==> config.mk <==
export PLATFORM = sky130hd
export DESIGN_NAME = command_request_ack_retransmitter
export DESIGN_NICKNAME = d
export VERILOG_FILES = /design/src/rtl/crar_pkg.sv /design/src/rtl/crar_ctrl.sv /design/src/rtl/crar_dpath.sv /design/src/rtl/command_request_ack_retransmitter.sv
export SDC_FILE = /design/constraint.sdc
export NUM_CORES = 1
export LEC_CHECK = 0
export ABC_AREA = 1
export CORE_MARGIN = 2
export CORE_UTILIZATION = 59
export DETAILED_ROUTE_END_ITERATION = 7
export DONT_BUFFER_PORTS = 1
export PLACE_DENSITY = 0.78
export SLEW_MARGIN = 15
export SYNTH_ARGS = -nofsm -noshare
export SYNTH_HDL_FRONTEND = slang
export SYNTH_HIERARCHICAL = 1
export SYNTH_SLANG_ARGS = --single-unit
==> constraint.sdc <==
create_clock -name clk -period 4.5 [get_ports clk]
set_input_delay 0.45 -clock clk [delete_from_list [all_inputs] [get_ports clk]]
set_output_delay 0.45 -clock clk [all_outputs]
set_load 0.05 [all_outputs]
==> src/rtl/crar_pkg.sv <==
package crar_pkg;

  localparam int unsigned CFG_ADDR_W = 1;
  localparam int unsigned CFG_DATA_W = 16;

  typedef enum logic [CFG_ADDR_W-1:0] {
    REG_TIMEOUT  = 1'b0,
    REG_ATTEMPTS = 1'b1
  } cfg_reg_t;

  localparam logic [15:0] TIMEOUT_RESET  = 16'd300;
  localparam logic [3:0]  ATTEMPTS_RESET = 4'd5;

  localparam logic [12:0] RECIP_10 = 13'd6554;

  localparam logic [7:0] CH_BANG = 8'h21;
  localparam logic [7:0] CH_HASH = 8'h23;
  localparam logic [7:0] CH_A    = 8'h41;
  localparam logic [7:0] CH_C    = 8'h43;
  localparam logic [7:0] CH_D    = 8'h44;
  localparam logic [7:0] CH_EQ   = 8'h3D;
  localparam logic [7:0] CH_CR   = 8'h0D;
  localparam logic [7:0] CH_LF   = 8'h0A;
  localparam logic [7:0] CH_ZERO = 8'h30;
  localparam logic [7:0] CH_R    = 8'h52;
  localparam logic [7:0] CH_T    = 8'h54;
  localparam logic [7:0] CH_S    = 8'h53;
  localparam logic [7:0] CH_O    = 8'h4F;
  localparam logic [7:0] CH_K    = 8'h4B;

  typedef enum logic [1:0] {
    ST_IDLE,
    ST_CONV,
    ST_EMIT,
    ST_STAT
  } ctrl_state_t;

  typedef struct packed {
    logic accept;
    logic conv_step;
    logic emit_load;
    logic stat_load;
  } ctrl_cmd_t;

  typedef struct packed {
    logic send_now;
    logic digit_last;
    logic frame_last;
    logic out_free;
  } dp_status_t;

  function automatic logic [7:0] rts_char(input logic [1:0] idx);
    logic [7:0] ch;
    case (idx)
      2'd0:    ch = CH_BANG;
      2'd1:    ch = CH_R;
      2'd2:    ch = CH_T;
      default: ch = CH_S;
    endcase
    return ch;
  endfunction

  function automatic logic [7:0] ok_char(input logic [1:0] idx);
    logic [7:0] ch;
    case (idx)
      2'd0:    ch = CH_BANG;
      2'd1:    ch = CH_O;
      2'd2:    ch = CH_K;
      default: ch = 8'd0;
    endcase
    return ch;
  endfunction

endpackage

==> src/rtl/crar_ctrl.sv <==
module crar_ctrl (
  input  logic                  clk,
  input  logic                  rst,
  input  logic                  s_axis_tvalid,
  output logic                  s_axis_tready,
  input  crar_pkg::dp_status_t  status,
  output crar_pkg::ctrl_cmd_t   cmd
);

  crar_pkg::ctrl_state_t state;
  crar_pkg::ctrl_state_t state_next;

  always_ff @(posedge clk) begin
    if (rst) begin
      state <= crar_pkg::ST_IDLE;
    end else begin
      state <= state_next;
    end
  end

  always_comb begin
    state_next = state;
    unique case (state)
      crar_pkg::ST_IDLE: begin
        if (s_axis_tvalid) begin
          state_next = status.send_now ? crar_pkg::ST_CONV : crar_pkg::ST_STAT;
        end
      end
      crar_pkg::ST_CONV: begin
        if (status.digit_last) begin
          state_next = crar_pkg::ST_EMIT;
        end
      end
      crar_pkg::ST_EMIT: begin
        if (status.out_free && status.frame_last) begin
          state_next = crar_pkg::ST_IDLE;
        end
      end
      crar_pkg::ST_STAT: begin
        if (status.out_free) begin
          state_next = crar_pkg::ST_IDLE;
        end
      end
      default: state_next = crar_pkg::ST_IDLE;
    endcase
  end

  always_comb begin
    s_axis_tready = 1'b0;
    cmd           = '0;
    unique case (state)
      crar_pkg::ST_IDLE: begin
        s_axis_tready = 1'b1;
        cmd.accept    = s_axis_tvalid;
      end
      crar_pkg::ST_CONV: cmd.conv_step = 1'b1;
      crar_pkg::ST_EMIT: cmd.emit_load = status.out_free;
      crar_pkg::ST_STAT: cmd.stat_load = status.out_free;
      default: ;
    endcase
  end

`ifndef SYNTHESIS
  a_load_needs_room: assert property (@(posedge clk) disable iff (rst)
    (cmd.emit_load || cmd.stat_load) |-> status.out_free)
    else $error("output register loaded while occupied");

  a_busy_blocks_input: assert property (@(posedge clk) disable iff (rst)
    cmd.accept |=> !s_axis_tready)
    else $error("new transaction taken before previous one finished");

  a_ready_only_idle: assert property (@(posedge clk) disable iff (rst)
    (state != crar_pkg::ST_IDLE) |-> !s_axis_tready)
    else $error("input ready outside idle");
`endif

endmodule

==> src/rtl/crar_dpath.sv <==
module crar_dpath (
  input  logic                                clk,
  input  logic                                rst,
  input  logic                                cfg_we,
  input  logic [crar_pkg::CFG_ADDR_W-1:0]     cfg_addr,
  input  logic [crar_pkg::CFG_DATA_W-1:0]     cfg_wdata,
  input  logic                                opcode,
  input  logic [7:0]                          rx_byte,
  input  logic [11:0]                         sample,
  input  crar_pkg::ctrl_cmd_t                 cmd,
  output crar_pkg::dp_status_t                status,
  input  logic                                out_ready,
  output logic                                out_valid,
  output logic                                tx_valid,
  output logic [7:0]                          tx_byte,
  output logic                                last,
  output logic                                led_on,
  output logic                                awaiting_ack,
  output logic [3:0]                          sends_done
);

  logic [15:0] timeout_ticks;
  logic [3:0]  max_attempts;

  logic        in_command,   in_command_next;
  logic [2:0]  match_pos,    match_pos_next;
  logic        still_rts,    still_rts_next;
  logic        still_ok,     still_ok_next;
  logic        link_busy,    link_busy_next;
  logic [3:0]  send_count,   send_count_next;
  logic [15:0] timer_left,   timer_left_next;
  logic        timer_armed,  timer_armed_next;
  logic [11:0] held_sample,  held_sample_next;
  logic        indicator,    indicator_next;

  logic        send_now;
  logic [11:0] send_sample;
  logic [3:0]  count_inc;

  logic [11:0] conv_v;
  logic [2:0]  dig_count;
  logic [3:0]  digits [4];
  logic [24:0] prod;
  logic [8:0]  quot;
  logic [11:0] quot_w;
  logic [11:0] tens;
  logic [11:0] rem_w;

  logic [3:0]  frame_idx;
  logic [3:0]  dig_sel;
  logic [7:0]  frame_byte;
  logic        frame_last;

  always_ff @(posedge clk) begin
    if (rst) begin
      timeout_ticks <= crar_pkg::TIMEOUT_RESET;
      max_attempts  <= crar_pkg::ATTEMPTS_RESET;
    end else if (cfg_we) begin
      unique case (crar_pkg::cfg_reg_t'(cfg_addr))
        crar_pkg::REG_TIMEOUT:  timeout_ticks <= cfg_wdata;
        crar_pkg::REG_ATTEMPTS: max_attempts  <= cfg_wdata[3:0];
        default: ;
      endcase
    end
  end

  // send decision for the transaction being taken
  always_comb begin
    send_now = 1'b0;
    if (!opcode) begin
      send_now = in_command && (rx_byte == crar_pkg::CH_HASH) && still_rts &&
                 (match_pos == 3'd4) && !link_busy;
    end else begin
      send_now = timer_armed && (timer_left <= 16'd1) && link_busy &&
                 (send_count < max_attempts);
    end
  end

  assign send_sample = opcode ? held_sample : sample;
  assign count_inc   = send_count + 4'd1;

  always_comb begin
    in_command_next  = in_command;
    match_pos_next   = match_pos;
    still_rts_next   = still_rts;
    still_ok_next    = still_ok;
    link_busy_next   = link_busy;
    send_count_next  = send_count;
    timer_left_next  = timer_left;
    timer_armed_next = timer_armed;
    held_sample_next = held_sample;
    indicator_next   = indicator;
    if (!opcode) begin
      if (!in_command) begin
        if (rx_byte == crar_pkg::CH_BANG) begin
          in_command_next = 1'b1;
          match_pos_next  = 3'd1;
          still_rts_next  = 1'b1;
          still_ok_next   = 1'b1;
        end
      end else if (rx_byte != crar_pkg::CH_HASH) begin
        still_rts_next = still_rts && (match_pos < 3'd4) &&
                         (rx_byte == crar_pkg::rts_char(match_pos[1:0]));
        still_ok_next  = still_ok && (match_pos < 3'd3) &&
                         (rx_byte == crar_pkg::ok_char(match_pos[1:0]));
        if (match_pos < 3'd7) begin
          match_pos_next = match_pos + 3'd1;
        end
      end else begin
        in_command_next = 1'b0;
        match_pos_next  = 3'd0;
        still_rts_next  = 1'b0;
        still_ok_next   = 1'b0;
        if (send_now) begin
          indicator_next   = 1'b0;
          held_sample_next = sample;
          link_busy_next   = 1'b1;
        end else if (still_ok && (match_pos == 3'd3) && link_busy) begin
          indicator_next   = 1'b1;
          link_busy_next   = 1'b0;
          send_count_next  = 4'd0;
          timer_left_next  = 16'd0;
          timer_armed_next = 1'b0;
        end
      end
    end else if (timer_armed) begin
      if (timer_left > 16'd1) begin
        timer_left_next = timer_left - 16'd1;
      end else begin
        timer_left_next  = 16'd0;
        timer_armed_next = 1'b0;
      end
    end
    if (send_now) begin
      // a fresh request restarts the count at zero before this send
      send_count_next = opcode ? count_inc : 4'd1;
      if (send_count_next < max_attempts) begin
        timer_left_next  = timeout_ticks;
        timer_armed_next = 1'b1;
      end else begin
        timer_left_next  = 16'd0;
        timer_armed_next = 1'b0;
      end
    end
  end

  always_ff @(posedge clk) begin
    if (rst) begin
      in_command  <= 1'b0;
      match_pos   <= 3'd0;
      still_rts   <= 1'b0;
      still_ok    <= 1'b0;
      link_busy   <= 1'b0;
      send_count  <= 4'd0;
      timer_left  <= 16'd0;
      timer_armed <= 1'b0;
      held_sample <= 12'd0;
      indicator   <= 1'b0;
    end else if (cmd.accept) begin
      in_command  <= in_command_next;
      match_pos   <= match_pos_next;
      still_rts   <= still_rts_next;
      still_ok    <= still_ok_next;
      link_busy   <= link_busy_next;
      send_count  <= send_count_next;
      timer_left  <= timer_left_next;
      timer_armed <= timer_armed_next;
      held_sample <= held_sample_next;
      indicator   <= indicator_next;
    end
  end

  // decimal conversion, one digit per cycle, least significant first
  assign prod   = 25'(conv_v) * 25'(crar_pkg::RECIP_10);
  assign quot   = prod[24:16];
  assign quot_w = {3'd0, quot};
  assign tens   = (quot_w << 3) + (quot_w << 1);
  assign rem_w  = conv_v - tens;

  always_ff @(posedge clk) begin
    if (rst) begin
      dig_count <= 3'd0;
      frame_idx <= 4'd0;
    end else if (cmd.accept) begin
      dig_count <= 3'd0;
      frame_idx <= 4'd0;
    end else begin
      if (cmd.conv_step) begin
        dig_count <= dig_count + 3'd1;
      end
      if (cmd.emit_load) begin
        frame_idx <= frame_idx + 4'd1;
      end
    end
  end

  always_ff @(posedge clk) begin
    if (cmd.accept) begin
      conv_v <= send_sample;
    end else if (cmd.conv_step) begin
      conv_v                   <= quot_w;
      digits[dig_count[1:0]]   <= rem_w[3:0];
    end
  end

  // frame layout: prefix, digits most significant first, suffix
  assign dig_sel    = {1'b0, dig_count} + 4'd4 - frame_idx;
  assign frame_last = (frame_idx == ({1'b0, dig_count} + 4'd7));

  always_comb begin
    frame_byte = crar_pkg::CH_LF;
    if (frame_idx == 4'd0) begin
      frame_byte = crar_pkg::CH_BANG;
    end else if (frame_idx == 4'd1) begin
      frame_byte = crar_pkg::CH_A;
    end else if (frame_idx == 4'd2) begin
      frame_byte = crar_pkg::CH_D;
    end else if (frame_idx == 4'd3) begin
      frame_byte = crar_pkg::CH_C;
    end else if (frame_idx == 4'd4) begin
      frame_byte = crar_pkg::CH_EQ;
    end else if (frame_idx < ({1'b0, dig_count} + 4'd5)) begin
      frame_byte = crar_pkg::CH_ZERO | {4'd0, digits[dig_sel[1:0]]};
    end else if (frame_idx == ({1'b0, dig_count} + 4'd5)) begin
      frame_byte = crar_pkg::CH_HASH;
    end else if (frame_idx == ({1'b0, dig_count} + 4'd6)) begin
      frame_byte = crar_pkg::CH_CR;
    end
  end

  always_ff @(posedge clk) begin
    if (rst) begin
      out_valid <= 1'b0;
    end else if (cmd.emit_load || cmd.stat_load) begin
      out_valid <= 1'b1;
    end else if (out_ready) begin
      out_valid <= 1'b0;
    end
  end

  always_ff @(posedge clk) begin
    if (cmd.emit_load || cmd.stat_load) begin
      tx_valid     <= cmd.emit_load;
      tx_byte      <= cmd.emit_load ? frame_byte : 8'd0;
      last         <= cmd.emit_load ? frame_last : 1'b1;
      led_on       <= indicator;
      awaiting_ack <= link_busy;
      sends_done   <= send_count;
    end
  end

  assign status.send_now   = send_now;
  assign status.digit_last = (quot == 9'd0);
  assign status.frame_last = frame_last;
  assign status.out_free   = !out_valid || out_ready;

`ifndef SYNTHESIS
  a_armed_only_busy: assert property (@(posedge clk) disable iff (rst)
    timer_armed |-> link_busy)
    else $error("timer armed with no outstanding request");

  a_count_tracks_busy: assert property (@(posedge clk) disable iff (rst)
    link_busy == (send_count != 4'd0))
    else $error("send count disagrees with request state");

  a_digit_bound: assert property (@(posedge clk) disable iff (rst)
    dig_count <= 3'd4)
    else $error("more than four decimal digits");

  a_frame_bound: assert property (@(posedge clk) disable iff (rst)
    cmd.emit_load |-> (frame_idx <= 4'd11))
    else $error("frame index past end of frame");
`endif

endmodule

==> src/rtl/command_request_ack_retransmitter.sv <==
// command request / acknowledge retransmitter
//
// input stream: one transaction per received uart byte or timer tick;
//   tuser selects the kind (0 byte, 1 tick), tdata carries the byte and the
//   current 12-bit converter sample
// output stream: one or more transactions per input; a request or timeout
//   that sends gives the frame "!ADC=<decimal>#\r\n" one character per
//   transaction, otherwise a single status-only transaction; tlast marks
//   the final one, tuser flags a frame character
// config port: cfg_we writes cfg_wdata to register cfg_addr;
//   0 is the timeout in ticks, 1 the most frames per request
// sequence: a status-only input is taken and then loads its status result;
//   a sending input is taken, converted to decimal (one digit per cycle
//   through the reciprocal multiplier, 1 to 4 digits) and then emitted
//   as 9 to 12 frame characters
// reset: rst clears the parser, the request state and the indicator and
//   loads timeout 300 and attempts 5
// stalls: results sit in an output register; the next input is taken while
//   the last result waits, and character emission pauses while m_axis_tready
//   is low
module command_request_ack_retransmitter (
  input  logic                                clk,
  input  logic                                rst,
  input  logic                                cfg_we,
  input  logic [crar_pkg::CFG_ADDR_W-1:0]     cfg_addr,
  input  logic [crar_pkg::CFG_DATA_W-1:0]     cfg_wdata,
  input  logic                                s_axis_tvalid,
  output logic                                s_axis_tready,
  input  logic [23:0]                         s_axis_tdata,  // rx_byte, sample, zero pad
  input  logic                                s_axis_tuser,  // opcode
  output logic                                m_axis_tvalid,
  input  logic                                m_axis_tready,
  output logic [15:0]                         m_axis_tdata,  // tx_byte, led_on, awaiting_ack, sends_done, zero pad
  output logic                                m_axis_tuser,  // tx_valid
  output logic                                m_axis_tlast
);

  crar_pkg::ctrl_cmd_t  cmd;
  crar_pkg::dp_status_t status;

  logic [7:0] tx_byte;
  logic       led_on;
  logic       awaiting_ack;
  logic [3:0] sends_done;

  crar_ctrl u_ctrl (
    .clk           (clk),
    .rst           (rst),
    .s_axis_tvalid (s_axis_tvalid),
    .s_axis_tready (s_axis_tready),
    .status        (status),
    .cmd           (cmd)
  );

  crar_dpath u_dpath (
    .clk          (clk),
    .rst          (rst),
    .cfg_we       (cfg_we),
    .cfg_addr     (cfg_addr),
    .cfg_wdata    (cfg_wdata),
    .opcode       (s_axis_tuser),
    .rx_byte      (s_axis_tdata[7:0]),
    .sample       (s_axis_tdata[19:8]),
    .cmd          (cmd),
    .status       (status),
    .out_ready    (m_axis_tready),
    .out_valid    (m_axis_tvalid),
    .tx_valid     (m_axis_tuser),
    .tx_byte      (tx_byte),
    .last         (m_axis_tlast),
    .led_on       (led_on),
    .awaiting_ack (awaiting_ack),
    .sends_done   (sends_done)
  );

  assign m_axis_tdata = {2'b00, sends_done, awaiting_ack, led_on, tx_byte};

endmodule
**After elaboration in Yosys (flattened, before gate mapping)**

Memory sizes are Yosys's and may differ from the RTL's.
Index checks and enable logic that the tools add are counted.

- Bits in registers: 99
- Bits in writable memories: 16
- Input port bits: 47
- Output and inout bits: 20
- Word-level logic and storage cells: 201
- Memories: 1

- Add/sub/neg operators: 12
- Multiply operators: 1
- Magnitude comparators: 8
- Eq/ne operators: 28
- Muxes and demuxes: 73
- Bitwise operators: 4
- Reductions and logical operators: 46

Memory list:

| memory | depth | bits a word | read ports | clocked after Yosys merged registers in | wr ports | RTL line | RTL |
|---|---|---|---|---|---|---|---|
| u_dpath.digits | 4 | 4 | 1 | 0 | 1 | crar_dpath.sv:42 | `logic [3:0] digits [4];` |

Operators by type and width:

| kind | count |
|---|---|
| $mux W16 | 8 |
| $mux W8 | 6 |
| $mux W7 | 6 |
| $pmux W7 S3 | 2 |
| $mux W12 | 3 |
| $mux W1 | 30 |
| $mul A12 B12 Y24 const B | 1 |
| $mux W4 | 6 |
| $reduce_and A5 Y1 | 4 |
| $eq A8 B6 Y1 const B | 2 |
| $eq A8 B8 Y1 | 2 |
| $gt A16 B1 Y1 const B | 1 |
| $le A16 B1 Y1 const B | 1 |
| $sub A16 B1 Y16 const B | 1 |
| $mux W3 | 5 |
| $logic_and A1 B1 Y1 | 14 |
| $add A3 B3 Y4 const B | 3 |
| $eq A4 B4 Y1 | 3 |
| $lt A4 B4 Y1 | 3 |
| $reduce_and A4 Y1 | 3 |
| $mux W2 | 5 |
| $reduce_bool A2 Y1 | 5 |
| $logic_not A9 Y1 | 1 |
| $add A4 B1 Y4 const B | 2 |
| other kinds (35) | 55 |

**Logic depth before layout (Yosys ltp)**

Gate-level depths: netlist of the first run.

- Depth in word-level cells: 10
- Mapped depth: 31
- Depth with buffers taken out: 31

**Modules after synthesis**

Netlist of the first run, hierarchy kept.

Modules (own cells, without submodules):

| module | times used | cells each | area each (um2) | sequential area each (um2) |
|---|---|---|---|---|
| crar_dpath | 1 | 1224 | 9171.3 | 2672.6 |
| crar_ctrl | 1 | 28 | 151.4 | 40.0 |
| command_request_ack_retransmitter | 1 | 5 | 33.8 | 0.0 |

**Least setup slack after synthesis of the first run**

No wires, ideal clock.

- Path type: register to register
- Start: register u_dpath.conv_v[3]
- End: memory u_dpath.digits[0][3] (data pin)
- Library setup time: 0.257 ns
- Arrival time: 4.631 ns
- Required time: 4.243 ns
- Path slack: -0.388 ns
- Cell stages (with the launch flop): 24
- Path buffers: 0
- Period minus slack after synthesis: 4.888 ns
- Path through: edfxtp_1 > ha_1 > inv_1 > fa_1 > inv_1 > fa_1 > fa_1 > inv_1 > fa_1 > inv_1 > ha_1 > a21oi_1 > o21bai_1 > nor2_1 > nand3b_1 > nand2_1 > inv_1 > ha_1 > xor2_1 > nand3b_1 > nand2_1 > nand2_1 > nand2_1 > inv_1

- Word-level cells in the longest chain between the ends: 3

RTL lines:

| element | RTL line | RTL |
|---|---|---|
| from (decl) | crar_dpath.sv:40 | `logic [11:0] conv_v;` |
| from (signal assigned) | crar_dpath.sv:199 | `conv_v <= send_sample;` |
| from (signal assigned) | crar_dpath.sv:201 | `conv_v <= quot_w;` |
| $mul A12 B12 Y24 | crar_dpath.sv:174 | `assign prod = 25'(conv_v) * 25'(crar_pkg::RECIP_10);` |
| $add A4 B4 Y4 | crar_dpath.sv:177 | `assign tens = (quot_w << 3) + (quot_w << 1);` |
| $sub A4 B4 Y4 * | crar_dpath.sv:178 | `assign rem_w = conv_v - tens;` |
| named net u_dpath.rem_w[3] | crar_dpath.sv:47 | `logic [11:0] rem_w;` |
| to (decl) | crar_dpath.sv:42 |  |

Mark *: on every way through the listed nets, which the timed path passes. The rest lies on a longest branch.

==> out/summary.txt, run 1 <==
Launching instance or port of the critical path: u_dpath/conv_v[3]$_DFFE_PP_
Average detailed-routed wire length per instance: 14.9 um
Global-route usage over all layers: 28.1%
Final setup violation count: 19
Clock insertion delay at the later pin of the skew report: 420 ps
Count of maximum capacitance violations: 0
Number of buffers added to fix hold violations after cts: 0
Worst setup slack for register-to-register paths: -460 ps
Number of global-route vias before repair: 8121
TritonCTS Sinks: 114
Shortest period the worst path allows: 4960 ps
Max_slew headroom: 31.7%
Number of design rule violations left after detail routing: 0
Violations in the final reports: negative setup slack
Final-layout worst hold slack: 95.7 ps
Overall overflow remaining after global route: 0
Outcome: complete, but fails checks
Cell depth of the worst flop-to-flop path: 27
Initial drt markers: 661
Number of buffers created by CTS: 17
Met2 demand-to-capacity share in global routing: 48.2%
Met3 usage: 6.40%
Post-route worst setup slack: -461 ps
Clock tree from TritonCTS: built
Biggest fanout along the worst timing path: 3
Post-synthesis sequential element count: 114
Slew at the pin with the worst max-slew slack: 1020 ps
Worst-case clock skew: 8.02 ps
Post-synthesis sequential area ratio: 29.0%
Number of placed instances, taps included: 1498
RSZ-0062 raised after global routing: yes
Final #Nets: 1514
Number of distinct standard cells referenced by the synthesized netlist: 47
Starting density of the core: 59.5%
Share of the clock period used by the worst path after layout: 110%
Sum of net half-perimeters after detailed placement: 16.1 mm
Vertical die dimension: 130 um
Detail-routed via count per cell: 5.33
Final core utilization: 70.3%
Number of standard-cell rows in the floorplan: 46
Overall routed net length: 23.0 mm
Syn avg cell area: 7.44 sq um
Global routing usage on met1: 34.3%
Data arrival time at the worst-slack endpoint: 5320 ps
Buffers added on ports: 0
Maximum number of pins on one net before global-route repair: 41
Reg2reg end: u_ctrl/state[0]$_SDFFE_PP0P_
Final instance count without filler cells: 1537
Buffer type at the clock tree root: sky130_fd_sc_hd__clkbuf_16
Final max-slew violation count: 0
Global-route layer with the greatest usage: met2
Tightest Hold Check Type: primary input to flip-flop
Post-Syn Instances: 1257
Final antenna-violating net count: 0
Startpoint of the lowest-slack register-to-register path: u_dpath/conv_v[3]$_DFFE_PP_
Classification of the worst setup path: flip-flop to flip-flop
RD Place Congestion: 0.915
Nature of the critical path startpoint: flip-flop
Crit path to: u_ctrl/state[0]$_SDFFE_PP0P_
Upper clock frequency limit: 202 MHz
Cell area after technology mapping: 9360 sq um
Area enclosed by the die boundary: 16900 sq um
Relative area change from synthesis to final layout: 18.0%
Warning count from the yosys run: 6
Maximum level of the CTS H-tree: 4
Number of antenna violations at the first check in global routing: 0
Fraction of layout cells with a size suffix above 1: 15.9%
Router iterations before antenna repair: 6
Critical path required time: 4860 ps
Clock buffer depth: 2
Wire length of the first global-routing pass: 37.8 mm
Crit end category: flip-flop
I/O pin count: 67
Core area: 15700 sq um
Chip width: 130 um
Routed via count: 8188
Final count of hold timing violations: 0
Post-CTS clock slew at the launch and capture registers of the worst setup and hold paths: 60 ps
Total inserted antenna cells: 0
==> routing by layer <==
layer / wire (um) / part of all wire, %
met3: 1420 / 6.2
met1: 9790 / 43
met5: 0 / 0
met2: 10900 / 47
met4: 889 / 3.9
==> cell type report <==
class                           instances  area [sq um]
Multi-Input combinational cell        884          6090
Fill cell                            1128          4670
Sequential cell                       114          2710
Inverter                              232           873
Clock buffer                           22           539
Timing Repair Buffer                   59           450
Tap cell                              216           270
Clock inverter                         10           104
==> flip-flops by register name, summed over array words and instances, names as in the netlist, 7 cells and up <==
signal / count
u_dpath/timeout_ticks: 16
u_dpath/conv_v: 12
u_dpath/timer_left: 16
u_dpath/digits: 16
u_dpath/held_sample: 12
u_dpath/tx_byte: 7
==> cell usage after synthesis (all sizes together) <==
| library cell | instances | area, sq um |
|---|---|---|
| fa | 37 | 741 |
| nand3 | 45 | 230 |
| nand4 | 10 | 62.6 |
| o31ai | 1 | 7.51 |
| inv | 229 | 860 |
| nor2 | 158 | 618 |
| edfxtp | 43 | 1290 |
| a211oi | 4 | 30.0 |
| nand2 | 303 | 1180 |
| o22ai | 2 | 12.5 |
| o21bai | 5 | 37.5 |
| nor3 | 17 | 85.1 |
| clkinv | 3 | 11.3 |
| nor4 | 2 | 12.5 |
| a21oi | 67 | 350 |
| and3 | 1 | 6.26 |
| dfxtp | 71 | 1420 |
| o2111a | 1 | 11.3 |
| or2 | 3 | 18.8 |
| o21ai | 56 | 284 |
| a31oi | 4 | 25.0 |
| a221oi | 1 | 8.76 |
| ha | 122 | 1530 |
| buf | 16 | 123 |
| a21o | 2 | 15.0 |
| conb | 2 | 7.51 |
| o311ai | 1 | 8.76 |
| nand3b | 6 | 45.0 |
| a21boi | 1 | 7.51 |
| o211ai | 6 | 45.0 |
| xor2 | 16 | 140 |
| clkbuf | 12 | 46.3 |
| xnor2 | 8 | 70.1 |
| and2 | 1 | 6.26 |
| o2111ai | 1 | 8.76 |
==> through the flow <==
stage                     setup WS [ps]  area, sq um  setup TNS [ps]
final                              -461        11000           -4050
after global routing               -653        11000           -7310
after CTS                          -385        10800           -2990
after detailed placement           -457        10000           -4690
after global placement             -341        10000           -2810
after floorplan                    -104         9510            -416
==> timing repair <==
| item | CTS | global route |
|---|---|---|
| setup endpoints to repair | 18 | 23 |
| pin swaps | 23 | 21 |
| buffers inserted | 4 | 3 |
| resized for setup | 41 | 44 |
==> critical path, stage by stage, from the launching register on <==
cell and delay (ps):
sky130_fd_sc_hd__edfxtp_1 520, sky130_fd_sc_hd__ha_4 340, sky130_fd_sc_hd__inv_2 40, sky130_fd_sc_hd__fa_1 500
sky130_fd_sc_hd__inv_1 50, sky130_fd_sc_hd__fa_1 440, sky130_fd_sc_hd__fa_1 490, sky130_fd_sc_hd__inv_1 50
sky130_fd_sc_hd__fa_1 510, sky130_fd_sc_hd__inv_2 50, sky130_fd_sc_hd__ha_4 300, sky130_fd_sc_hd__nand2_4 80
sky130_fd_sc_hd__nor2_4 120, sky130_fd_sc_hd__inv_2 60, sky130_fd_sc_hd__nor3_2 180, sky130_fd_sc_hd__nand2_2 110
sky130_fd_sc_hd__nand2_1 70, sky130_fd_sc_hd__nand2_1 60, sky130_fd_sc_hd__nand2_2 80, sky130_fd_sc_hd__nand3_2 110
sky130_fd_sc_hd__nor3_2 170, sky130_fd_sc_hd__buf_4 130, sky130_fd_sc_hd__inv_1 40, sky130_fd_sc_hd__nand3_2 90
sky130_fd_sc_hd__nand2_2 70, sky130_fd_sc_hd__o21ai_1 110, sky130_fd_sc_hd__nand2_1 60, sky130_fd_sc_hd__nor2_1 80
==> worst min path at each step <==
stage	startpoint	end	slack, ps	depth (start not counted)
after CTS	rst	u_dpath/timer_armed$_SDFFE_PP0P_	80	1
after detailed placement	u_dpath/indicator$_SDFFE_PP0P_	u_dpath/led_on$_DFFE_PP_	430	0
final	rst	u_dpath/timer_armed$_SDFFE_PP0P_	100	1
after floorplan	u_dpath/indicator$_SDFFE_PP0P_	u_dpath/led_on$_DFFE_PP_	410	0
after global routing	rst	u_dpath/timer_armed$_SDFFE_PP0P_	90	1
after global placement	u_dpath/indicator$_SDFFE_PP0P_	u_dpath/led_on$_DFFE_PP_	420	0
==> cell usage in the layout, fill, tap and decap left out, drive strengths merged, types with 17 or more instances in the layout <==
cell type	count
nand2	303
inv	233
nor2	158
ha	122
dfxtp	71
a21oi	67
buf	59
o21ai	56
nand3	45
edfxtp	43
fa	37
clkbuf	22
nor3	17
==> cells by family (layout without fill, tap and decap cells) <==
kind of cell    count (synthesis)  after routing  share of synthesized area [%]
simple gates                  546            546                           24.2
fa+ha+maj                     159            159                           24.2
xor+xnor                       24             24                           2.25
buf+inv                       260            323                           11.1
other cells                     2              3                         0.0803
compound gates                152            152                           9.11
flops                         114            114                           29.0
Power of run 1 is left out: the tool's default activity adds up to more than one toggle a clock period on the data nets, which glitch-free logic cannot reach.
==> run 2, diff against run 1 <==
Settings changed: ABC_AREA 1 to default.
==> run 2 against run 1 <==
The flow still finishes with violations (negative setup slack). Highest routed layer unchanged. Via count decreased by 15%. Wire length fell by 4.9%. Core utilization increased by 0.97 points. Final cell count fell by 23%. Global-route usage fell by 1.2 points. Register-to-register slack worse by 440 ps. Clock-buffer cell count is 3 lower.
==> out/summary.txt, run 2 <==
Outcome: complete, but fails checks
Violations in the final reports: negative setup slack
Launching instance or port of the critical path: u_dpath/conv_v[3]$_DFFE_PP_
DP Area: 9300 sq um (-7.0%)
RSZ-0062 raised after global routing: yes
Area enclosed by the die boundary: 15800 sq um (-6.4%)
Max_slew headroom: 33.9% (+2.3 points)
Nature of the critical path startpoint: flip-flop
Synth async-reset ratio: 0% (unchanged)
Final antenna-violating net count: 0 (unchanged)
Post-Syn Instances: 923 (-27%)
Classification of the worst setup path: flip-flop to flip-flop
Initial drt markers: 523 (-21%)
Crit end category: flip-flop
Syn avg cell area: 9.47 sq um (+27%)
Prevailing post-synth register cell: sky130_fd_sc_hd__dfxtp_1
Chip width: 126 um (-3.3%)
Core area: 14500 sq um (-7.9%)
Overall overflow remaining after global route: 0 (unchanged)
Relative area change from synthesis to final layout: 18.1% (about the same)
Final setup violation count: 23 (+4)
Post-synth EDFFs: 43 (unchanged)
Fraction of layout cells with a size suffix above 1: 18.7% (+2.8 points)
Routed via count: 6952 (-15%)
Router iterations before antenna repair: 5 (-1)
Slew at the pin with the worst max-slew slack: 988 ps (-33.6 ps)
Clock insertion delay at the later pin of the skew report: 420 ps (about the same)
Shortest period the worst path allows: 5400 ps (+442 ps)
Maximum number of pins on one net before global-route repair: 66 (+61%)
Overall routed net length: 21.8 mm (-4.9%)
Warning count from the yosys run: 6 (unchanged)
Highest-count cells in the layout ignoring fill and taps: 110 x sky130_fd_sc_hd__ha_1, 105 x sky130_fd_sc_hd__inv_1, 78 x sky130_fd_sc_hd__nor2_1
Upper clock frequency limit: 185 MHz (-8.2%)
Number of distinct standard cells referenced by the synthesized netlist: 79 (+68%)
Global-route layer with the greatest usage: met2
Number of design rule violations left after detail routing: 0 (unchanged)
Clock tree from TritonCTS: built
Average detailed-routed wire length per instance: 18.5 um (+24%)
Worst setup slack for register-to-register paths: -900 ps (-440 ps)
Total Neg Setup Slack: -16250 ps (-12210 ps)
Post-route worst setup slack: -903 ps (-442 ps)
Number of standard-cell rows in the floorplan: 44 (-4.3%)
Met3 usage: 5.06% (-1.3 points)
Clock buffer depth: 2 (unchanged)
Sum of net half-perimeters after detailed placement: 14.5 mm (-10%)
Buffer type at the clock tree root: sky130_fd_sc_hd__clkbuf_16
Vertical die dimension: 126 um (-3.3%)
RD Place Congestion: 0.949 (+3.6%)
Post-CTS clock slew at the launch and capture registers of the worst setup and hold paths: 60 ps (about the same)
Maximum level of the CTS H-tree: 4 (unchanged)
Cell type with the highest aggregate area in the netlist: sky130_fd_sc_hd__ha_1
Layout Cell Area excl Fill: 10300 sq um (-6.6%)
Cell area after technology mapping: 8740 sq um (-6.6%)
Buffers added on ports: 0 (unchanged)
Global-route usage over all layers: 26.9% (-1.2 points)
Biggest fanout along the worst timing path: 4 (+1)
Total inserted antenna cells: 0 (unchanged)
Startpoint of the lowest-slack register-to-register path: u_dpath/conv_v[3]$_DFFE_PP_
Most frequent cells after synthesis: 122 x sky130_fd_sc_hd__ha_1, 114 x sky130_fd_sc_hd__inv_1, 80 x sky130_fd_sc_hd__nor2_1
Count leader, synth: sky130_fd_sc_hd__ha_1
Main area contributors after synthesis: sky130_fd_sc_hd__ha_1 17%, sky130_fd_sc_hd__dfxtp_1 16%, sky130_fd_sc_hd__edfxtp_1 15%
Global routing usage on met1: 34.4% (+0.089 points)
TritonCTS Sinks: 114 (unchanged)
Critical path required time: 4650 ps (-210 ps)
Wire length of the first global-routing pass: 34.0 mm (-10%)
Number of global-route vias before repair: 6827 (-16%)
Post-synthesis sequential element count: 114 (unchanged)
I/O pin count: 67 (unchanged)
Count of maximum capacitance violations: 0 (unchanged)
Final max-slew violation count: 0 (unchanged)
Number of buffers created by CTS: 17 (unchanged)
Hold Startpoint: rst
Most common cell after layout, fill and taps aside: sky130_fd_sc_hd__ha_1
Proportion of netlist area held by the largest area contributor: 17.5% (+1.2 points)
Final count of hold timing violations: 0 (unchanged)
Share of the clock period used by the worst path after layout: 120% (+9.8 points)
Number of antenna violations at the first check in global routing: 0 (unchanged)
Tightest Hold Check Type: primary input to flip-flop
Data arrival time at the worst-slack endpoint: 5550 ps (+230 ps)
Post-synthesis sequential area ratio: 31.0% (+2.1 points)
Met2 demand-to-capacity share in global routing: 45.7% (-2.5 points)
Worst-case clock skew: 7.39 ps (-0.635 ps)
Final #Nets: 1188 (-22%)
Starting density of the core: 60.3% (+0.80 points)
Detail-routed via count per cell: 5.90 (+11%)
## run 2: critical path: stages, from the launching register on
cell and delay [ps]:
sky130_fd_sc_hd__edfxtp_1 500, sky130_fd_sc_hd__ha_4 330, sky130_fd_sc_hd__inv_2 40, sky130_fd_sc_hd__fa_1 540, sky130_fd_sc_hd__inv_2 50, sky130_fd_sc_hd__fa_2 450, sky130_fd_sc_hd__fa_1 490, sky130_fd_sc_hd__inv_1 50
sky130_fd_sc_hd__fa_1 480, sky130_fd_sc_hd__inv_2 50, sky130_fd_sc_hd__ha_4 260, sky130_fd_sc_hd__and4_4 250, sky130_fd_sc_hd__o211ai_1 100, sky130_fd_sc_hd__a31o_2 280, sky130_fd_sc_hd__buf_4 150, sky130_fd_sc_hd__buf_6 120
sky130_fd_sc_hd__nand2_4 80, sky130_fd_sc_hd__a211oi_2 80, sky130_fd_sc_hd__nor2_2 180, sky130_fd_sc_hd__ha_4 170, sky130_fd_sc_hd__xnor2_2 110, sky130_fd_sc_hd__xnor3_2 390
## run 2: final cells by class
class | count | area [sq um]
clock buffer | 19 | 464
clock inverter | 13 | 121
fill | 1032 | 4160
inverter | 114 | 430
multi-input combinational | 659 | 5760
sequential | 114 | 2710
tap | 184 | 230
timing repair buffer | 76 | 597
## run 2: per-layer routing
metal,vias up,wire (um)
met5,-,0
li1,3321,-
met1,3355,9340
met2,215,10600
met3,61,1050
met4,0,827
## run 2: path summary, 6_finish.rpt
check / endpoint / cells after the start
max: u_dpath/digits[0][3]$_DFFE_PP_ / 21
min: u_dpath/timeout_ticks[4]$_SDFFE_PP0P_ / 1
max reg2reg: u_dpath/digits[0][3]$_DFFE_PP_ / 21
min reg2reg: u_dpath/led_on$_DFFE_PP_ / 0
## run 2: metrics by stage
stage | util (%) | hold WS (ps) | instances | worst slack, ps
2_1_floorplan | - | 408 | 924 | -558
3_3_place_gp | 64.2 | 419 | 1129 | -660
3_5_place_dp | 64.2 | 433 | 1129 | -863
4_1_cts | 69.9 | 81.0 | 1170 | -797
5_1_grt | 71.2 | 90.1 | 1179 | -1010
6_report | 71.2 | 103 | 1179 | -903
## run 2: kinds of logic after synthesis
kind of cell	share of synthesized area, %
buffers and inverters	7.03
adder cells (fa/ha/maj)	25.9
XOR/XNOR	4.57
AND/OR/NAND/NOR	15.4
flip-flops	31.0
AO/OA/AOI/OAI	11.5
multiplexers	4.45
other	0.0860
## run 2: timing repair
item,CTS,global route
gates resized for setup,29,26
hold buffers,0,0
endpoints found under the setup margin,23,23
setup buffers,9,9
pin swaps,8,9
Power of run 2 is left out for the same reason.
==> run 3, diff against run 2 <==
Settings changed: CORE_UTILIZATION 59 to 60, PLACE_DENSITY 0.78 to 0.76.
Clock period 4.5 ns to 5.1 ns, I/O delays scaled along.
==> run 3 against run 2 <==
The flow still finishes with violations (negative setup slack). Flip-flop and latch count unchanged. Critical path depth increased by 3. Register-to-register slack improved by 620 ps. Via count decreased by 5.9%. Die area decreased by 1.6%. Worst setup slack improved by 620 ps.
==> out/summary.txt, run 3 (synthesis results as in run 2) <==
Combined area of the multi-input logic cells: 5710 sq um (-0.80%)
Clock insertion delay at the later pin of the skew report: 420 ps (about the same)
Relative area change from synthesis to final layout: 15.6%
Data arrival time at the worst-slack endpoint: 5700 ps (+150 ps)
Detail-routed via count per cell: 5.66 (-4.0%)
Count of maximum capacitance violations: 0 (unchanged)
Buffers added on ports: 0 (unchanged)
Biggest fanout along the worst timing path: 4 (unchanged)
Nature of the critical path startpoint: flip-flop
Cell type of the slowest stage on the worst timing path: sky130_fd_sc_hd__fa_1
Global routing usage on met1: 32.2% (-2.2 points)
Tightest Hold Check Type: primary input to flip-flop
Final max-slew violation count: 0 (unchanged)
Number of buffers created by CTS: 17 (unchanged)
Area taken by flip-flops and latches: 2710 sq um (unchanged)
Outcome: complete, but fails checks
Ordered list of cells on the worst path: buf_6, ha_4, inv_4, ha_4, inv_2, fa_1, inv_1, fa_1, inv_2, fa_1, inv_1, ha_1, and4_4, o211ai_1, a31o_2, buf_4, a31oi_4, nor3_1, a2bb2oi_1, a2111oi_4, buf_4, mux2_4, o21ai_2, a211oi_2
Max_slew headroom: 34.1% (+0.15 points)
Wire length of the first global-routing pass: 31.5 mm (-7.3%)
Maximum number of pins on one net before global-route repair: 66 (unchanged)
Overall routed net length: 19.1 mm (-12%)
Post-route worst setup slack: -285 ps (+618 ps)
Chip width: 125 um (-0.81%)
Upper clock frequency limit: 186 MHz (+0.34%)
Routed via count: 6543 (-5.9%)
Share of the clock period used by the worst path after layout: 106% (-14 points)
Most common cell after layout, fill and taps aside: sky130_fd_sc_hd__ha_1
Starting density of the core: 60.8% (+0.46 points)
Final #Nets: 1165 (-1.9%)
Average detailed-routed wire length per instance: 16.5 um (-11%)
Worst-case clock skew: 10.3 ps (+2.90 ps)
Buffer type at the clock tree root: sky130_fd_sc_hd__clkbuf_16
Overall overflow remaining after global route: 0 (unchanged)
Violations in the final reports: negative setup slack
Number of cells on the worst hold path: 1 (unchanged)
Clock tree from TritonCTS: built
Highest-count cells in the layout ignoring fill and taps: 113 x sky130_fd_sc_hd__ha_1, 108 x sky130_fd_sc_hd__inv_1, 77 x sky130_fd_sc_hd__nor2_1
Classification of the worst setup path: flip-flop to flip-flop
Met2 demand-to-capacity share in global routing: 41.8% (-3.9 points)
Shortest period the worst path allows: 5380 ps (-18.5 ps)
DP Area: 9220 sq um (-0.86%)
Final antenna-violating net count: 0 (unchanged)
Number of design rule violations left after detail routing: 0 (unchanged)
Fraction of layout cells with a size suffix above 1: 15.7% (-3.0 points)
Area enclosed by the die boundary: 15500 sq um (-1.6%)
Number of antenna violations at the first check in global routing: 0 (unchanged)
Global-route layer with the greatest usage: met2
Number of standard-cell rows in the floorplan: 44 (unchanged)
Total inserted antenna cells: 0 (unchanged)
Number of global-route vias before repair: 6545 (-4.1%)
Maximum level of the CTS H-tree: 4 (unchanged)
Cell seen most often among critical-path stages: sky130_fd_sc_hd__fa_1
Router iterations before antenna repair: 5 (unchanged)
Cell depth of the worst flop-to-flop path: 24 (+14%)
I/O pin count: 67 (unchanged)
Layout Cell Area excl Fill: 10100 sq um (-2.1%)
RSZ-0062 raised after global routing: yes
Met3 usage: 5.15% (+0.099 points)
Worst setup slack after placement: -334 ps (+529 ps)
Slew at the pin with the worst max-slew slack: 986 ps (-2.21 ps)
Post-CTS clock slew at the launch and capture registers of the worst setup and hold paths: 60 ps (about the same)
Vertical die dimension: 125 um (-0.81%)
Crit path buffers/inverters: 8 (+2)
RD Place Congestion: 0.896 (-5.5%)
Clock buffer depth: 2 (unchanged)
Crit end category: flip-flop
Sum of net half-perimeters after detailed placement: 13.6 mm (-6.4%)
Final count of hold timing violations: 0 (unchanged)
Final setup violation count: 13 (-43%)
Delay of the slowest cell on the worst path: 530 ps (about the same)
TritonCTS Sinks: 114 (unchanged)
Final-layout worst hold slack: 152 ps (+48.9 ps)
Initial drt markers: 406 (-22%)
Core area: 14400 sq um (-0.76%)
Global-route usage over all layers: 25.1% (-1.8 points)
Fillers: 1068 (+3.5%)
Critical path required time: 5410 ps (+760 ps)
Number of cells on the critical path: 24 (+14%)
Top cell family by delay on the critical path: adder cells
run 3: changes by cell type in the layout (fill, tap and decap cells not counted), moves of 3 or more:
cell | previous run | this run
sky130_fd_sc_hd__inv_6 | 5 | 2
sky130_fd_sc_hd__inv_2 | 8 | 5
sky130_fd_sc_hd__ha_1 | 110 | 113
sky130_fd_sc_hd__inv_1 | 105 | 108
sky130_fd_sc_hd__ha_4 | 12 | 7
sky130_fd_sc_hd__buf_4 | 69 | 48
run 3: area by class of cell:
| cell class | instances | share of cell area [%] |
|---|---|---|
| Multi-Input combinational cell | 659 | 56.6 |
| Sequential cell | 114 | 26.9 |
| Clock buffer | 22 | 5.02 |
| Inverter | 114 | 4.26 |
| Timing Repair Buffer | 53 | 4.12 |
| Tap cell | 184 | 2.28 |
| Clock inverter | 10 | 0.917 |
run 3: what timing repair did:
| item | in CTS | in global routing |
|---|---|---|
| hold buffers | 0 | 0 |
| gates resized for setup | 11 | 34 |
| setup endpoints to repair | 11 | 19 |
| pin swaps | 4 | 12 |
| buffers inserted | 1 | 5 |
run 3: worst paths after layout:
check | startpoint | end | slack (ps)
setup / recovery | u_dpath/conv_v[1]$_DFFE_PP_ | u_ctrl/state[1]$_SDFFE_PP0P_ | -280
setup reg to reg | u_dpath/conv_v[1]$_DFFE_PP_ | u_ctrl/state[1]$_SDFFE_PP0P_ | -280
hold reg to reg | u_dpath/indicator$_SDFFE_PP0P_ | u_dpath/led_on$_DFFE_PP_ | 440
hold / removal | rst | u_dpath/max_attempts[3]$_SDFFE_PP0P_ | 150
run 3: metrics by stage:
stage | util (%) | std cells | TNS (ps)
after floorplan | - | 924 | 0
after global placement | 64.2 | 1119 | -1020
after detailed placement | 64.2 | 1119 | -1820
after CTS | 68.9 | 1152 | -1410
after global routing | 70.3 | 1156 | -3910
final | 70.3 | 1156 | -2050
run 3: worst reg2reg max path: stages, from the launching register on:
cell and delay [ps]:
sky130_fd_sc_hd__edfxtp_1 460, sky130_fd_sc_hd__buf_6 170, sky130_fd_sc_hd__ha_4 270, sky130_fd_sc_hd__inv_4 40
sky130_fd_sc_hd__ha_4 250, sky130_fd_sc_hd__inv_2 30, sky130_fd_sc_hd__fa_1 520, sky130_fd_sc_hd__inv_1 50
sky130_fd_sc_hd__fa_1 490, sky130_fd_sc_hd__inv_2 40, sky130_fd_sc_hd__fa_1 530, sky130_fd_sc_hd__inv_1 40
sky130_fd_sc_hd__ha_1 270, sky130_fd_sc_hd__and4_4 240, sky130_fd_sc_hd__o211ai_1 110, sky130_fd_sc_hd__a31o_2 290
sky130_fd_sc_hd__buf_4 160, sky130_fd_sc_hd__a31oi_4 250, sky130_fd_sc_hd__nor3_1 100, sky130_fd_sc_hd__a2bb2oi_1 300
sky130_fd_sc_hd__a2111oi_4 80, sky130_fd_sc_hd__buf_4 160, sky130_fd_sc_hd__mux2_4 250, sky130_fd_sc_hd__o21ai_2 120
sky130_fd_sc_hd__a211oi_2 40
run 3: per-layer routing:
layer	share of wire (%)	vias to the layer above	wire, um
met5	0	-	0
met3	3.5	30	660
met1	46	3136	8700
li1	-	3261	-
met2	49	116	9310
met4	2.3	0	447
Power of run 3 is left out for the same reason.
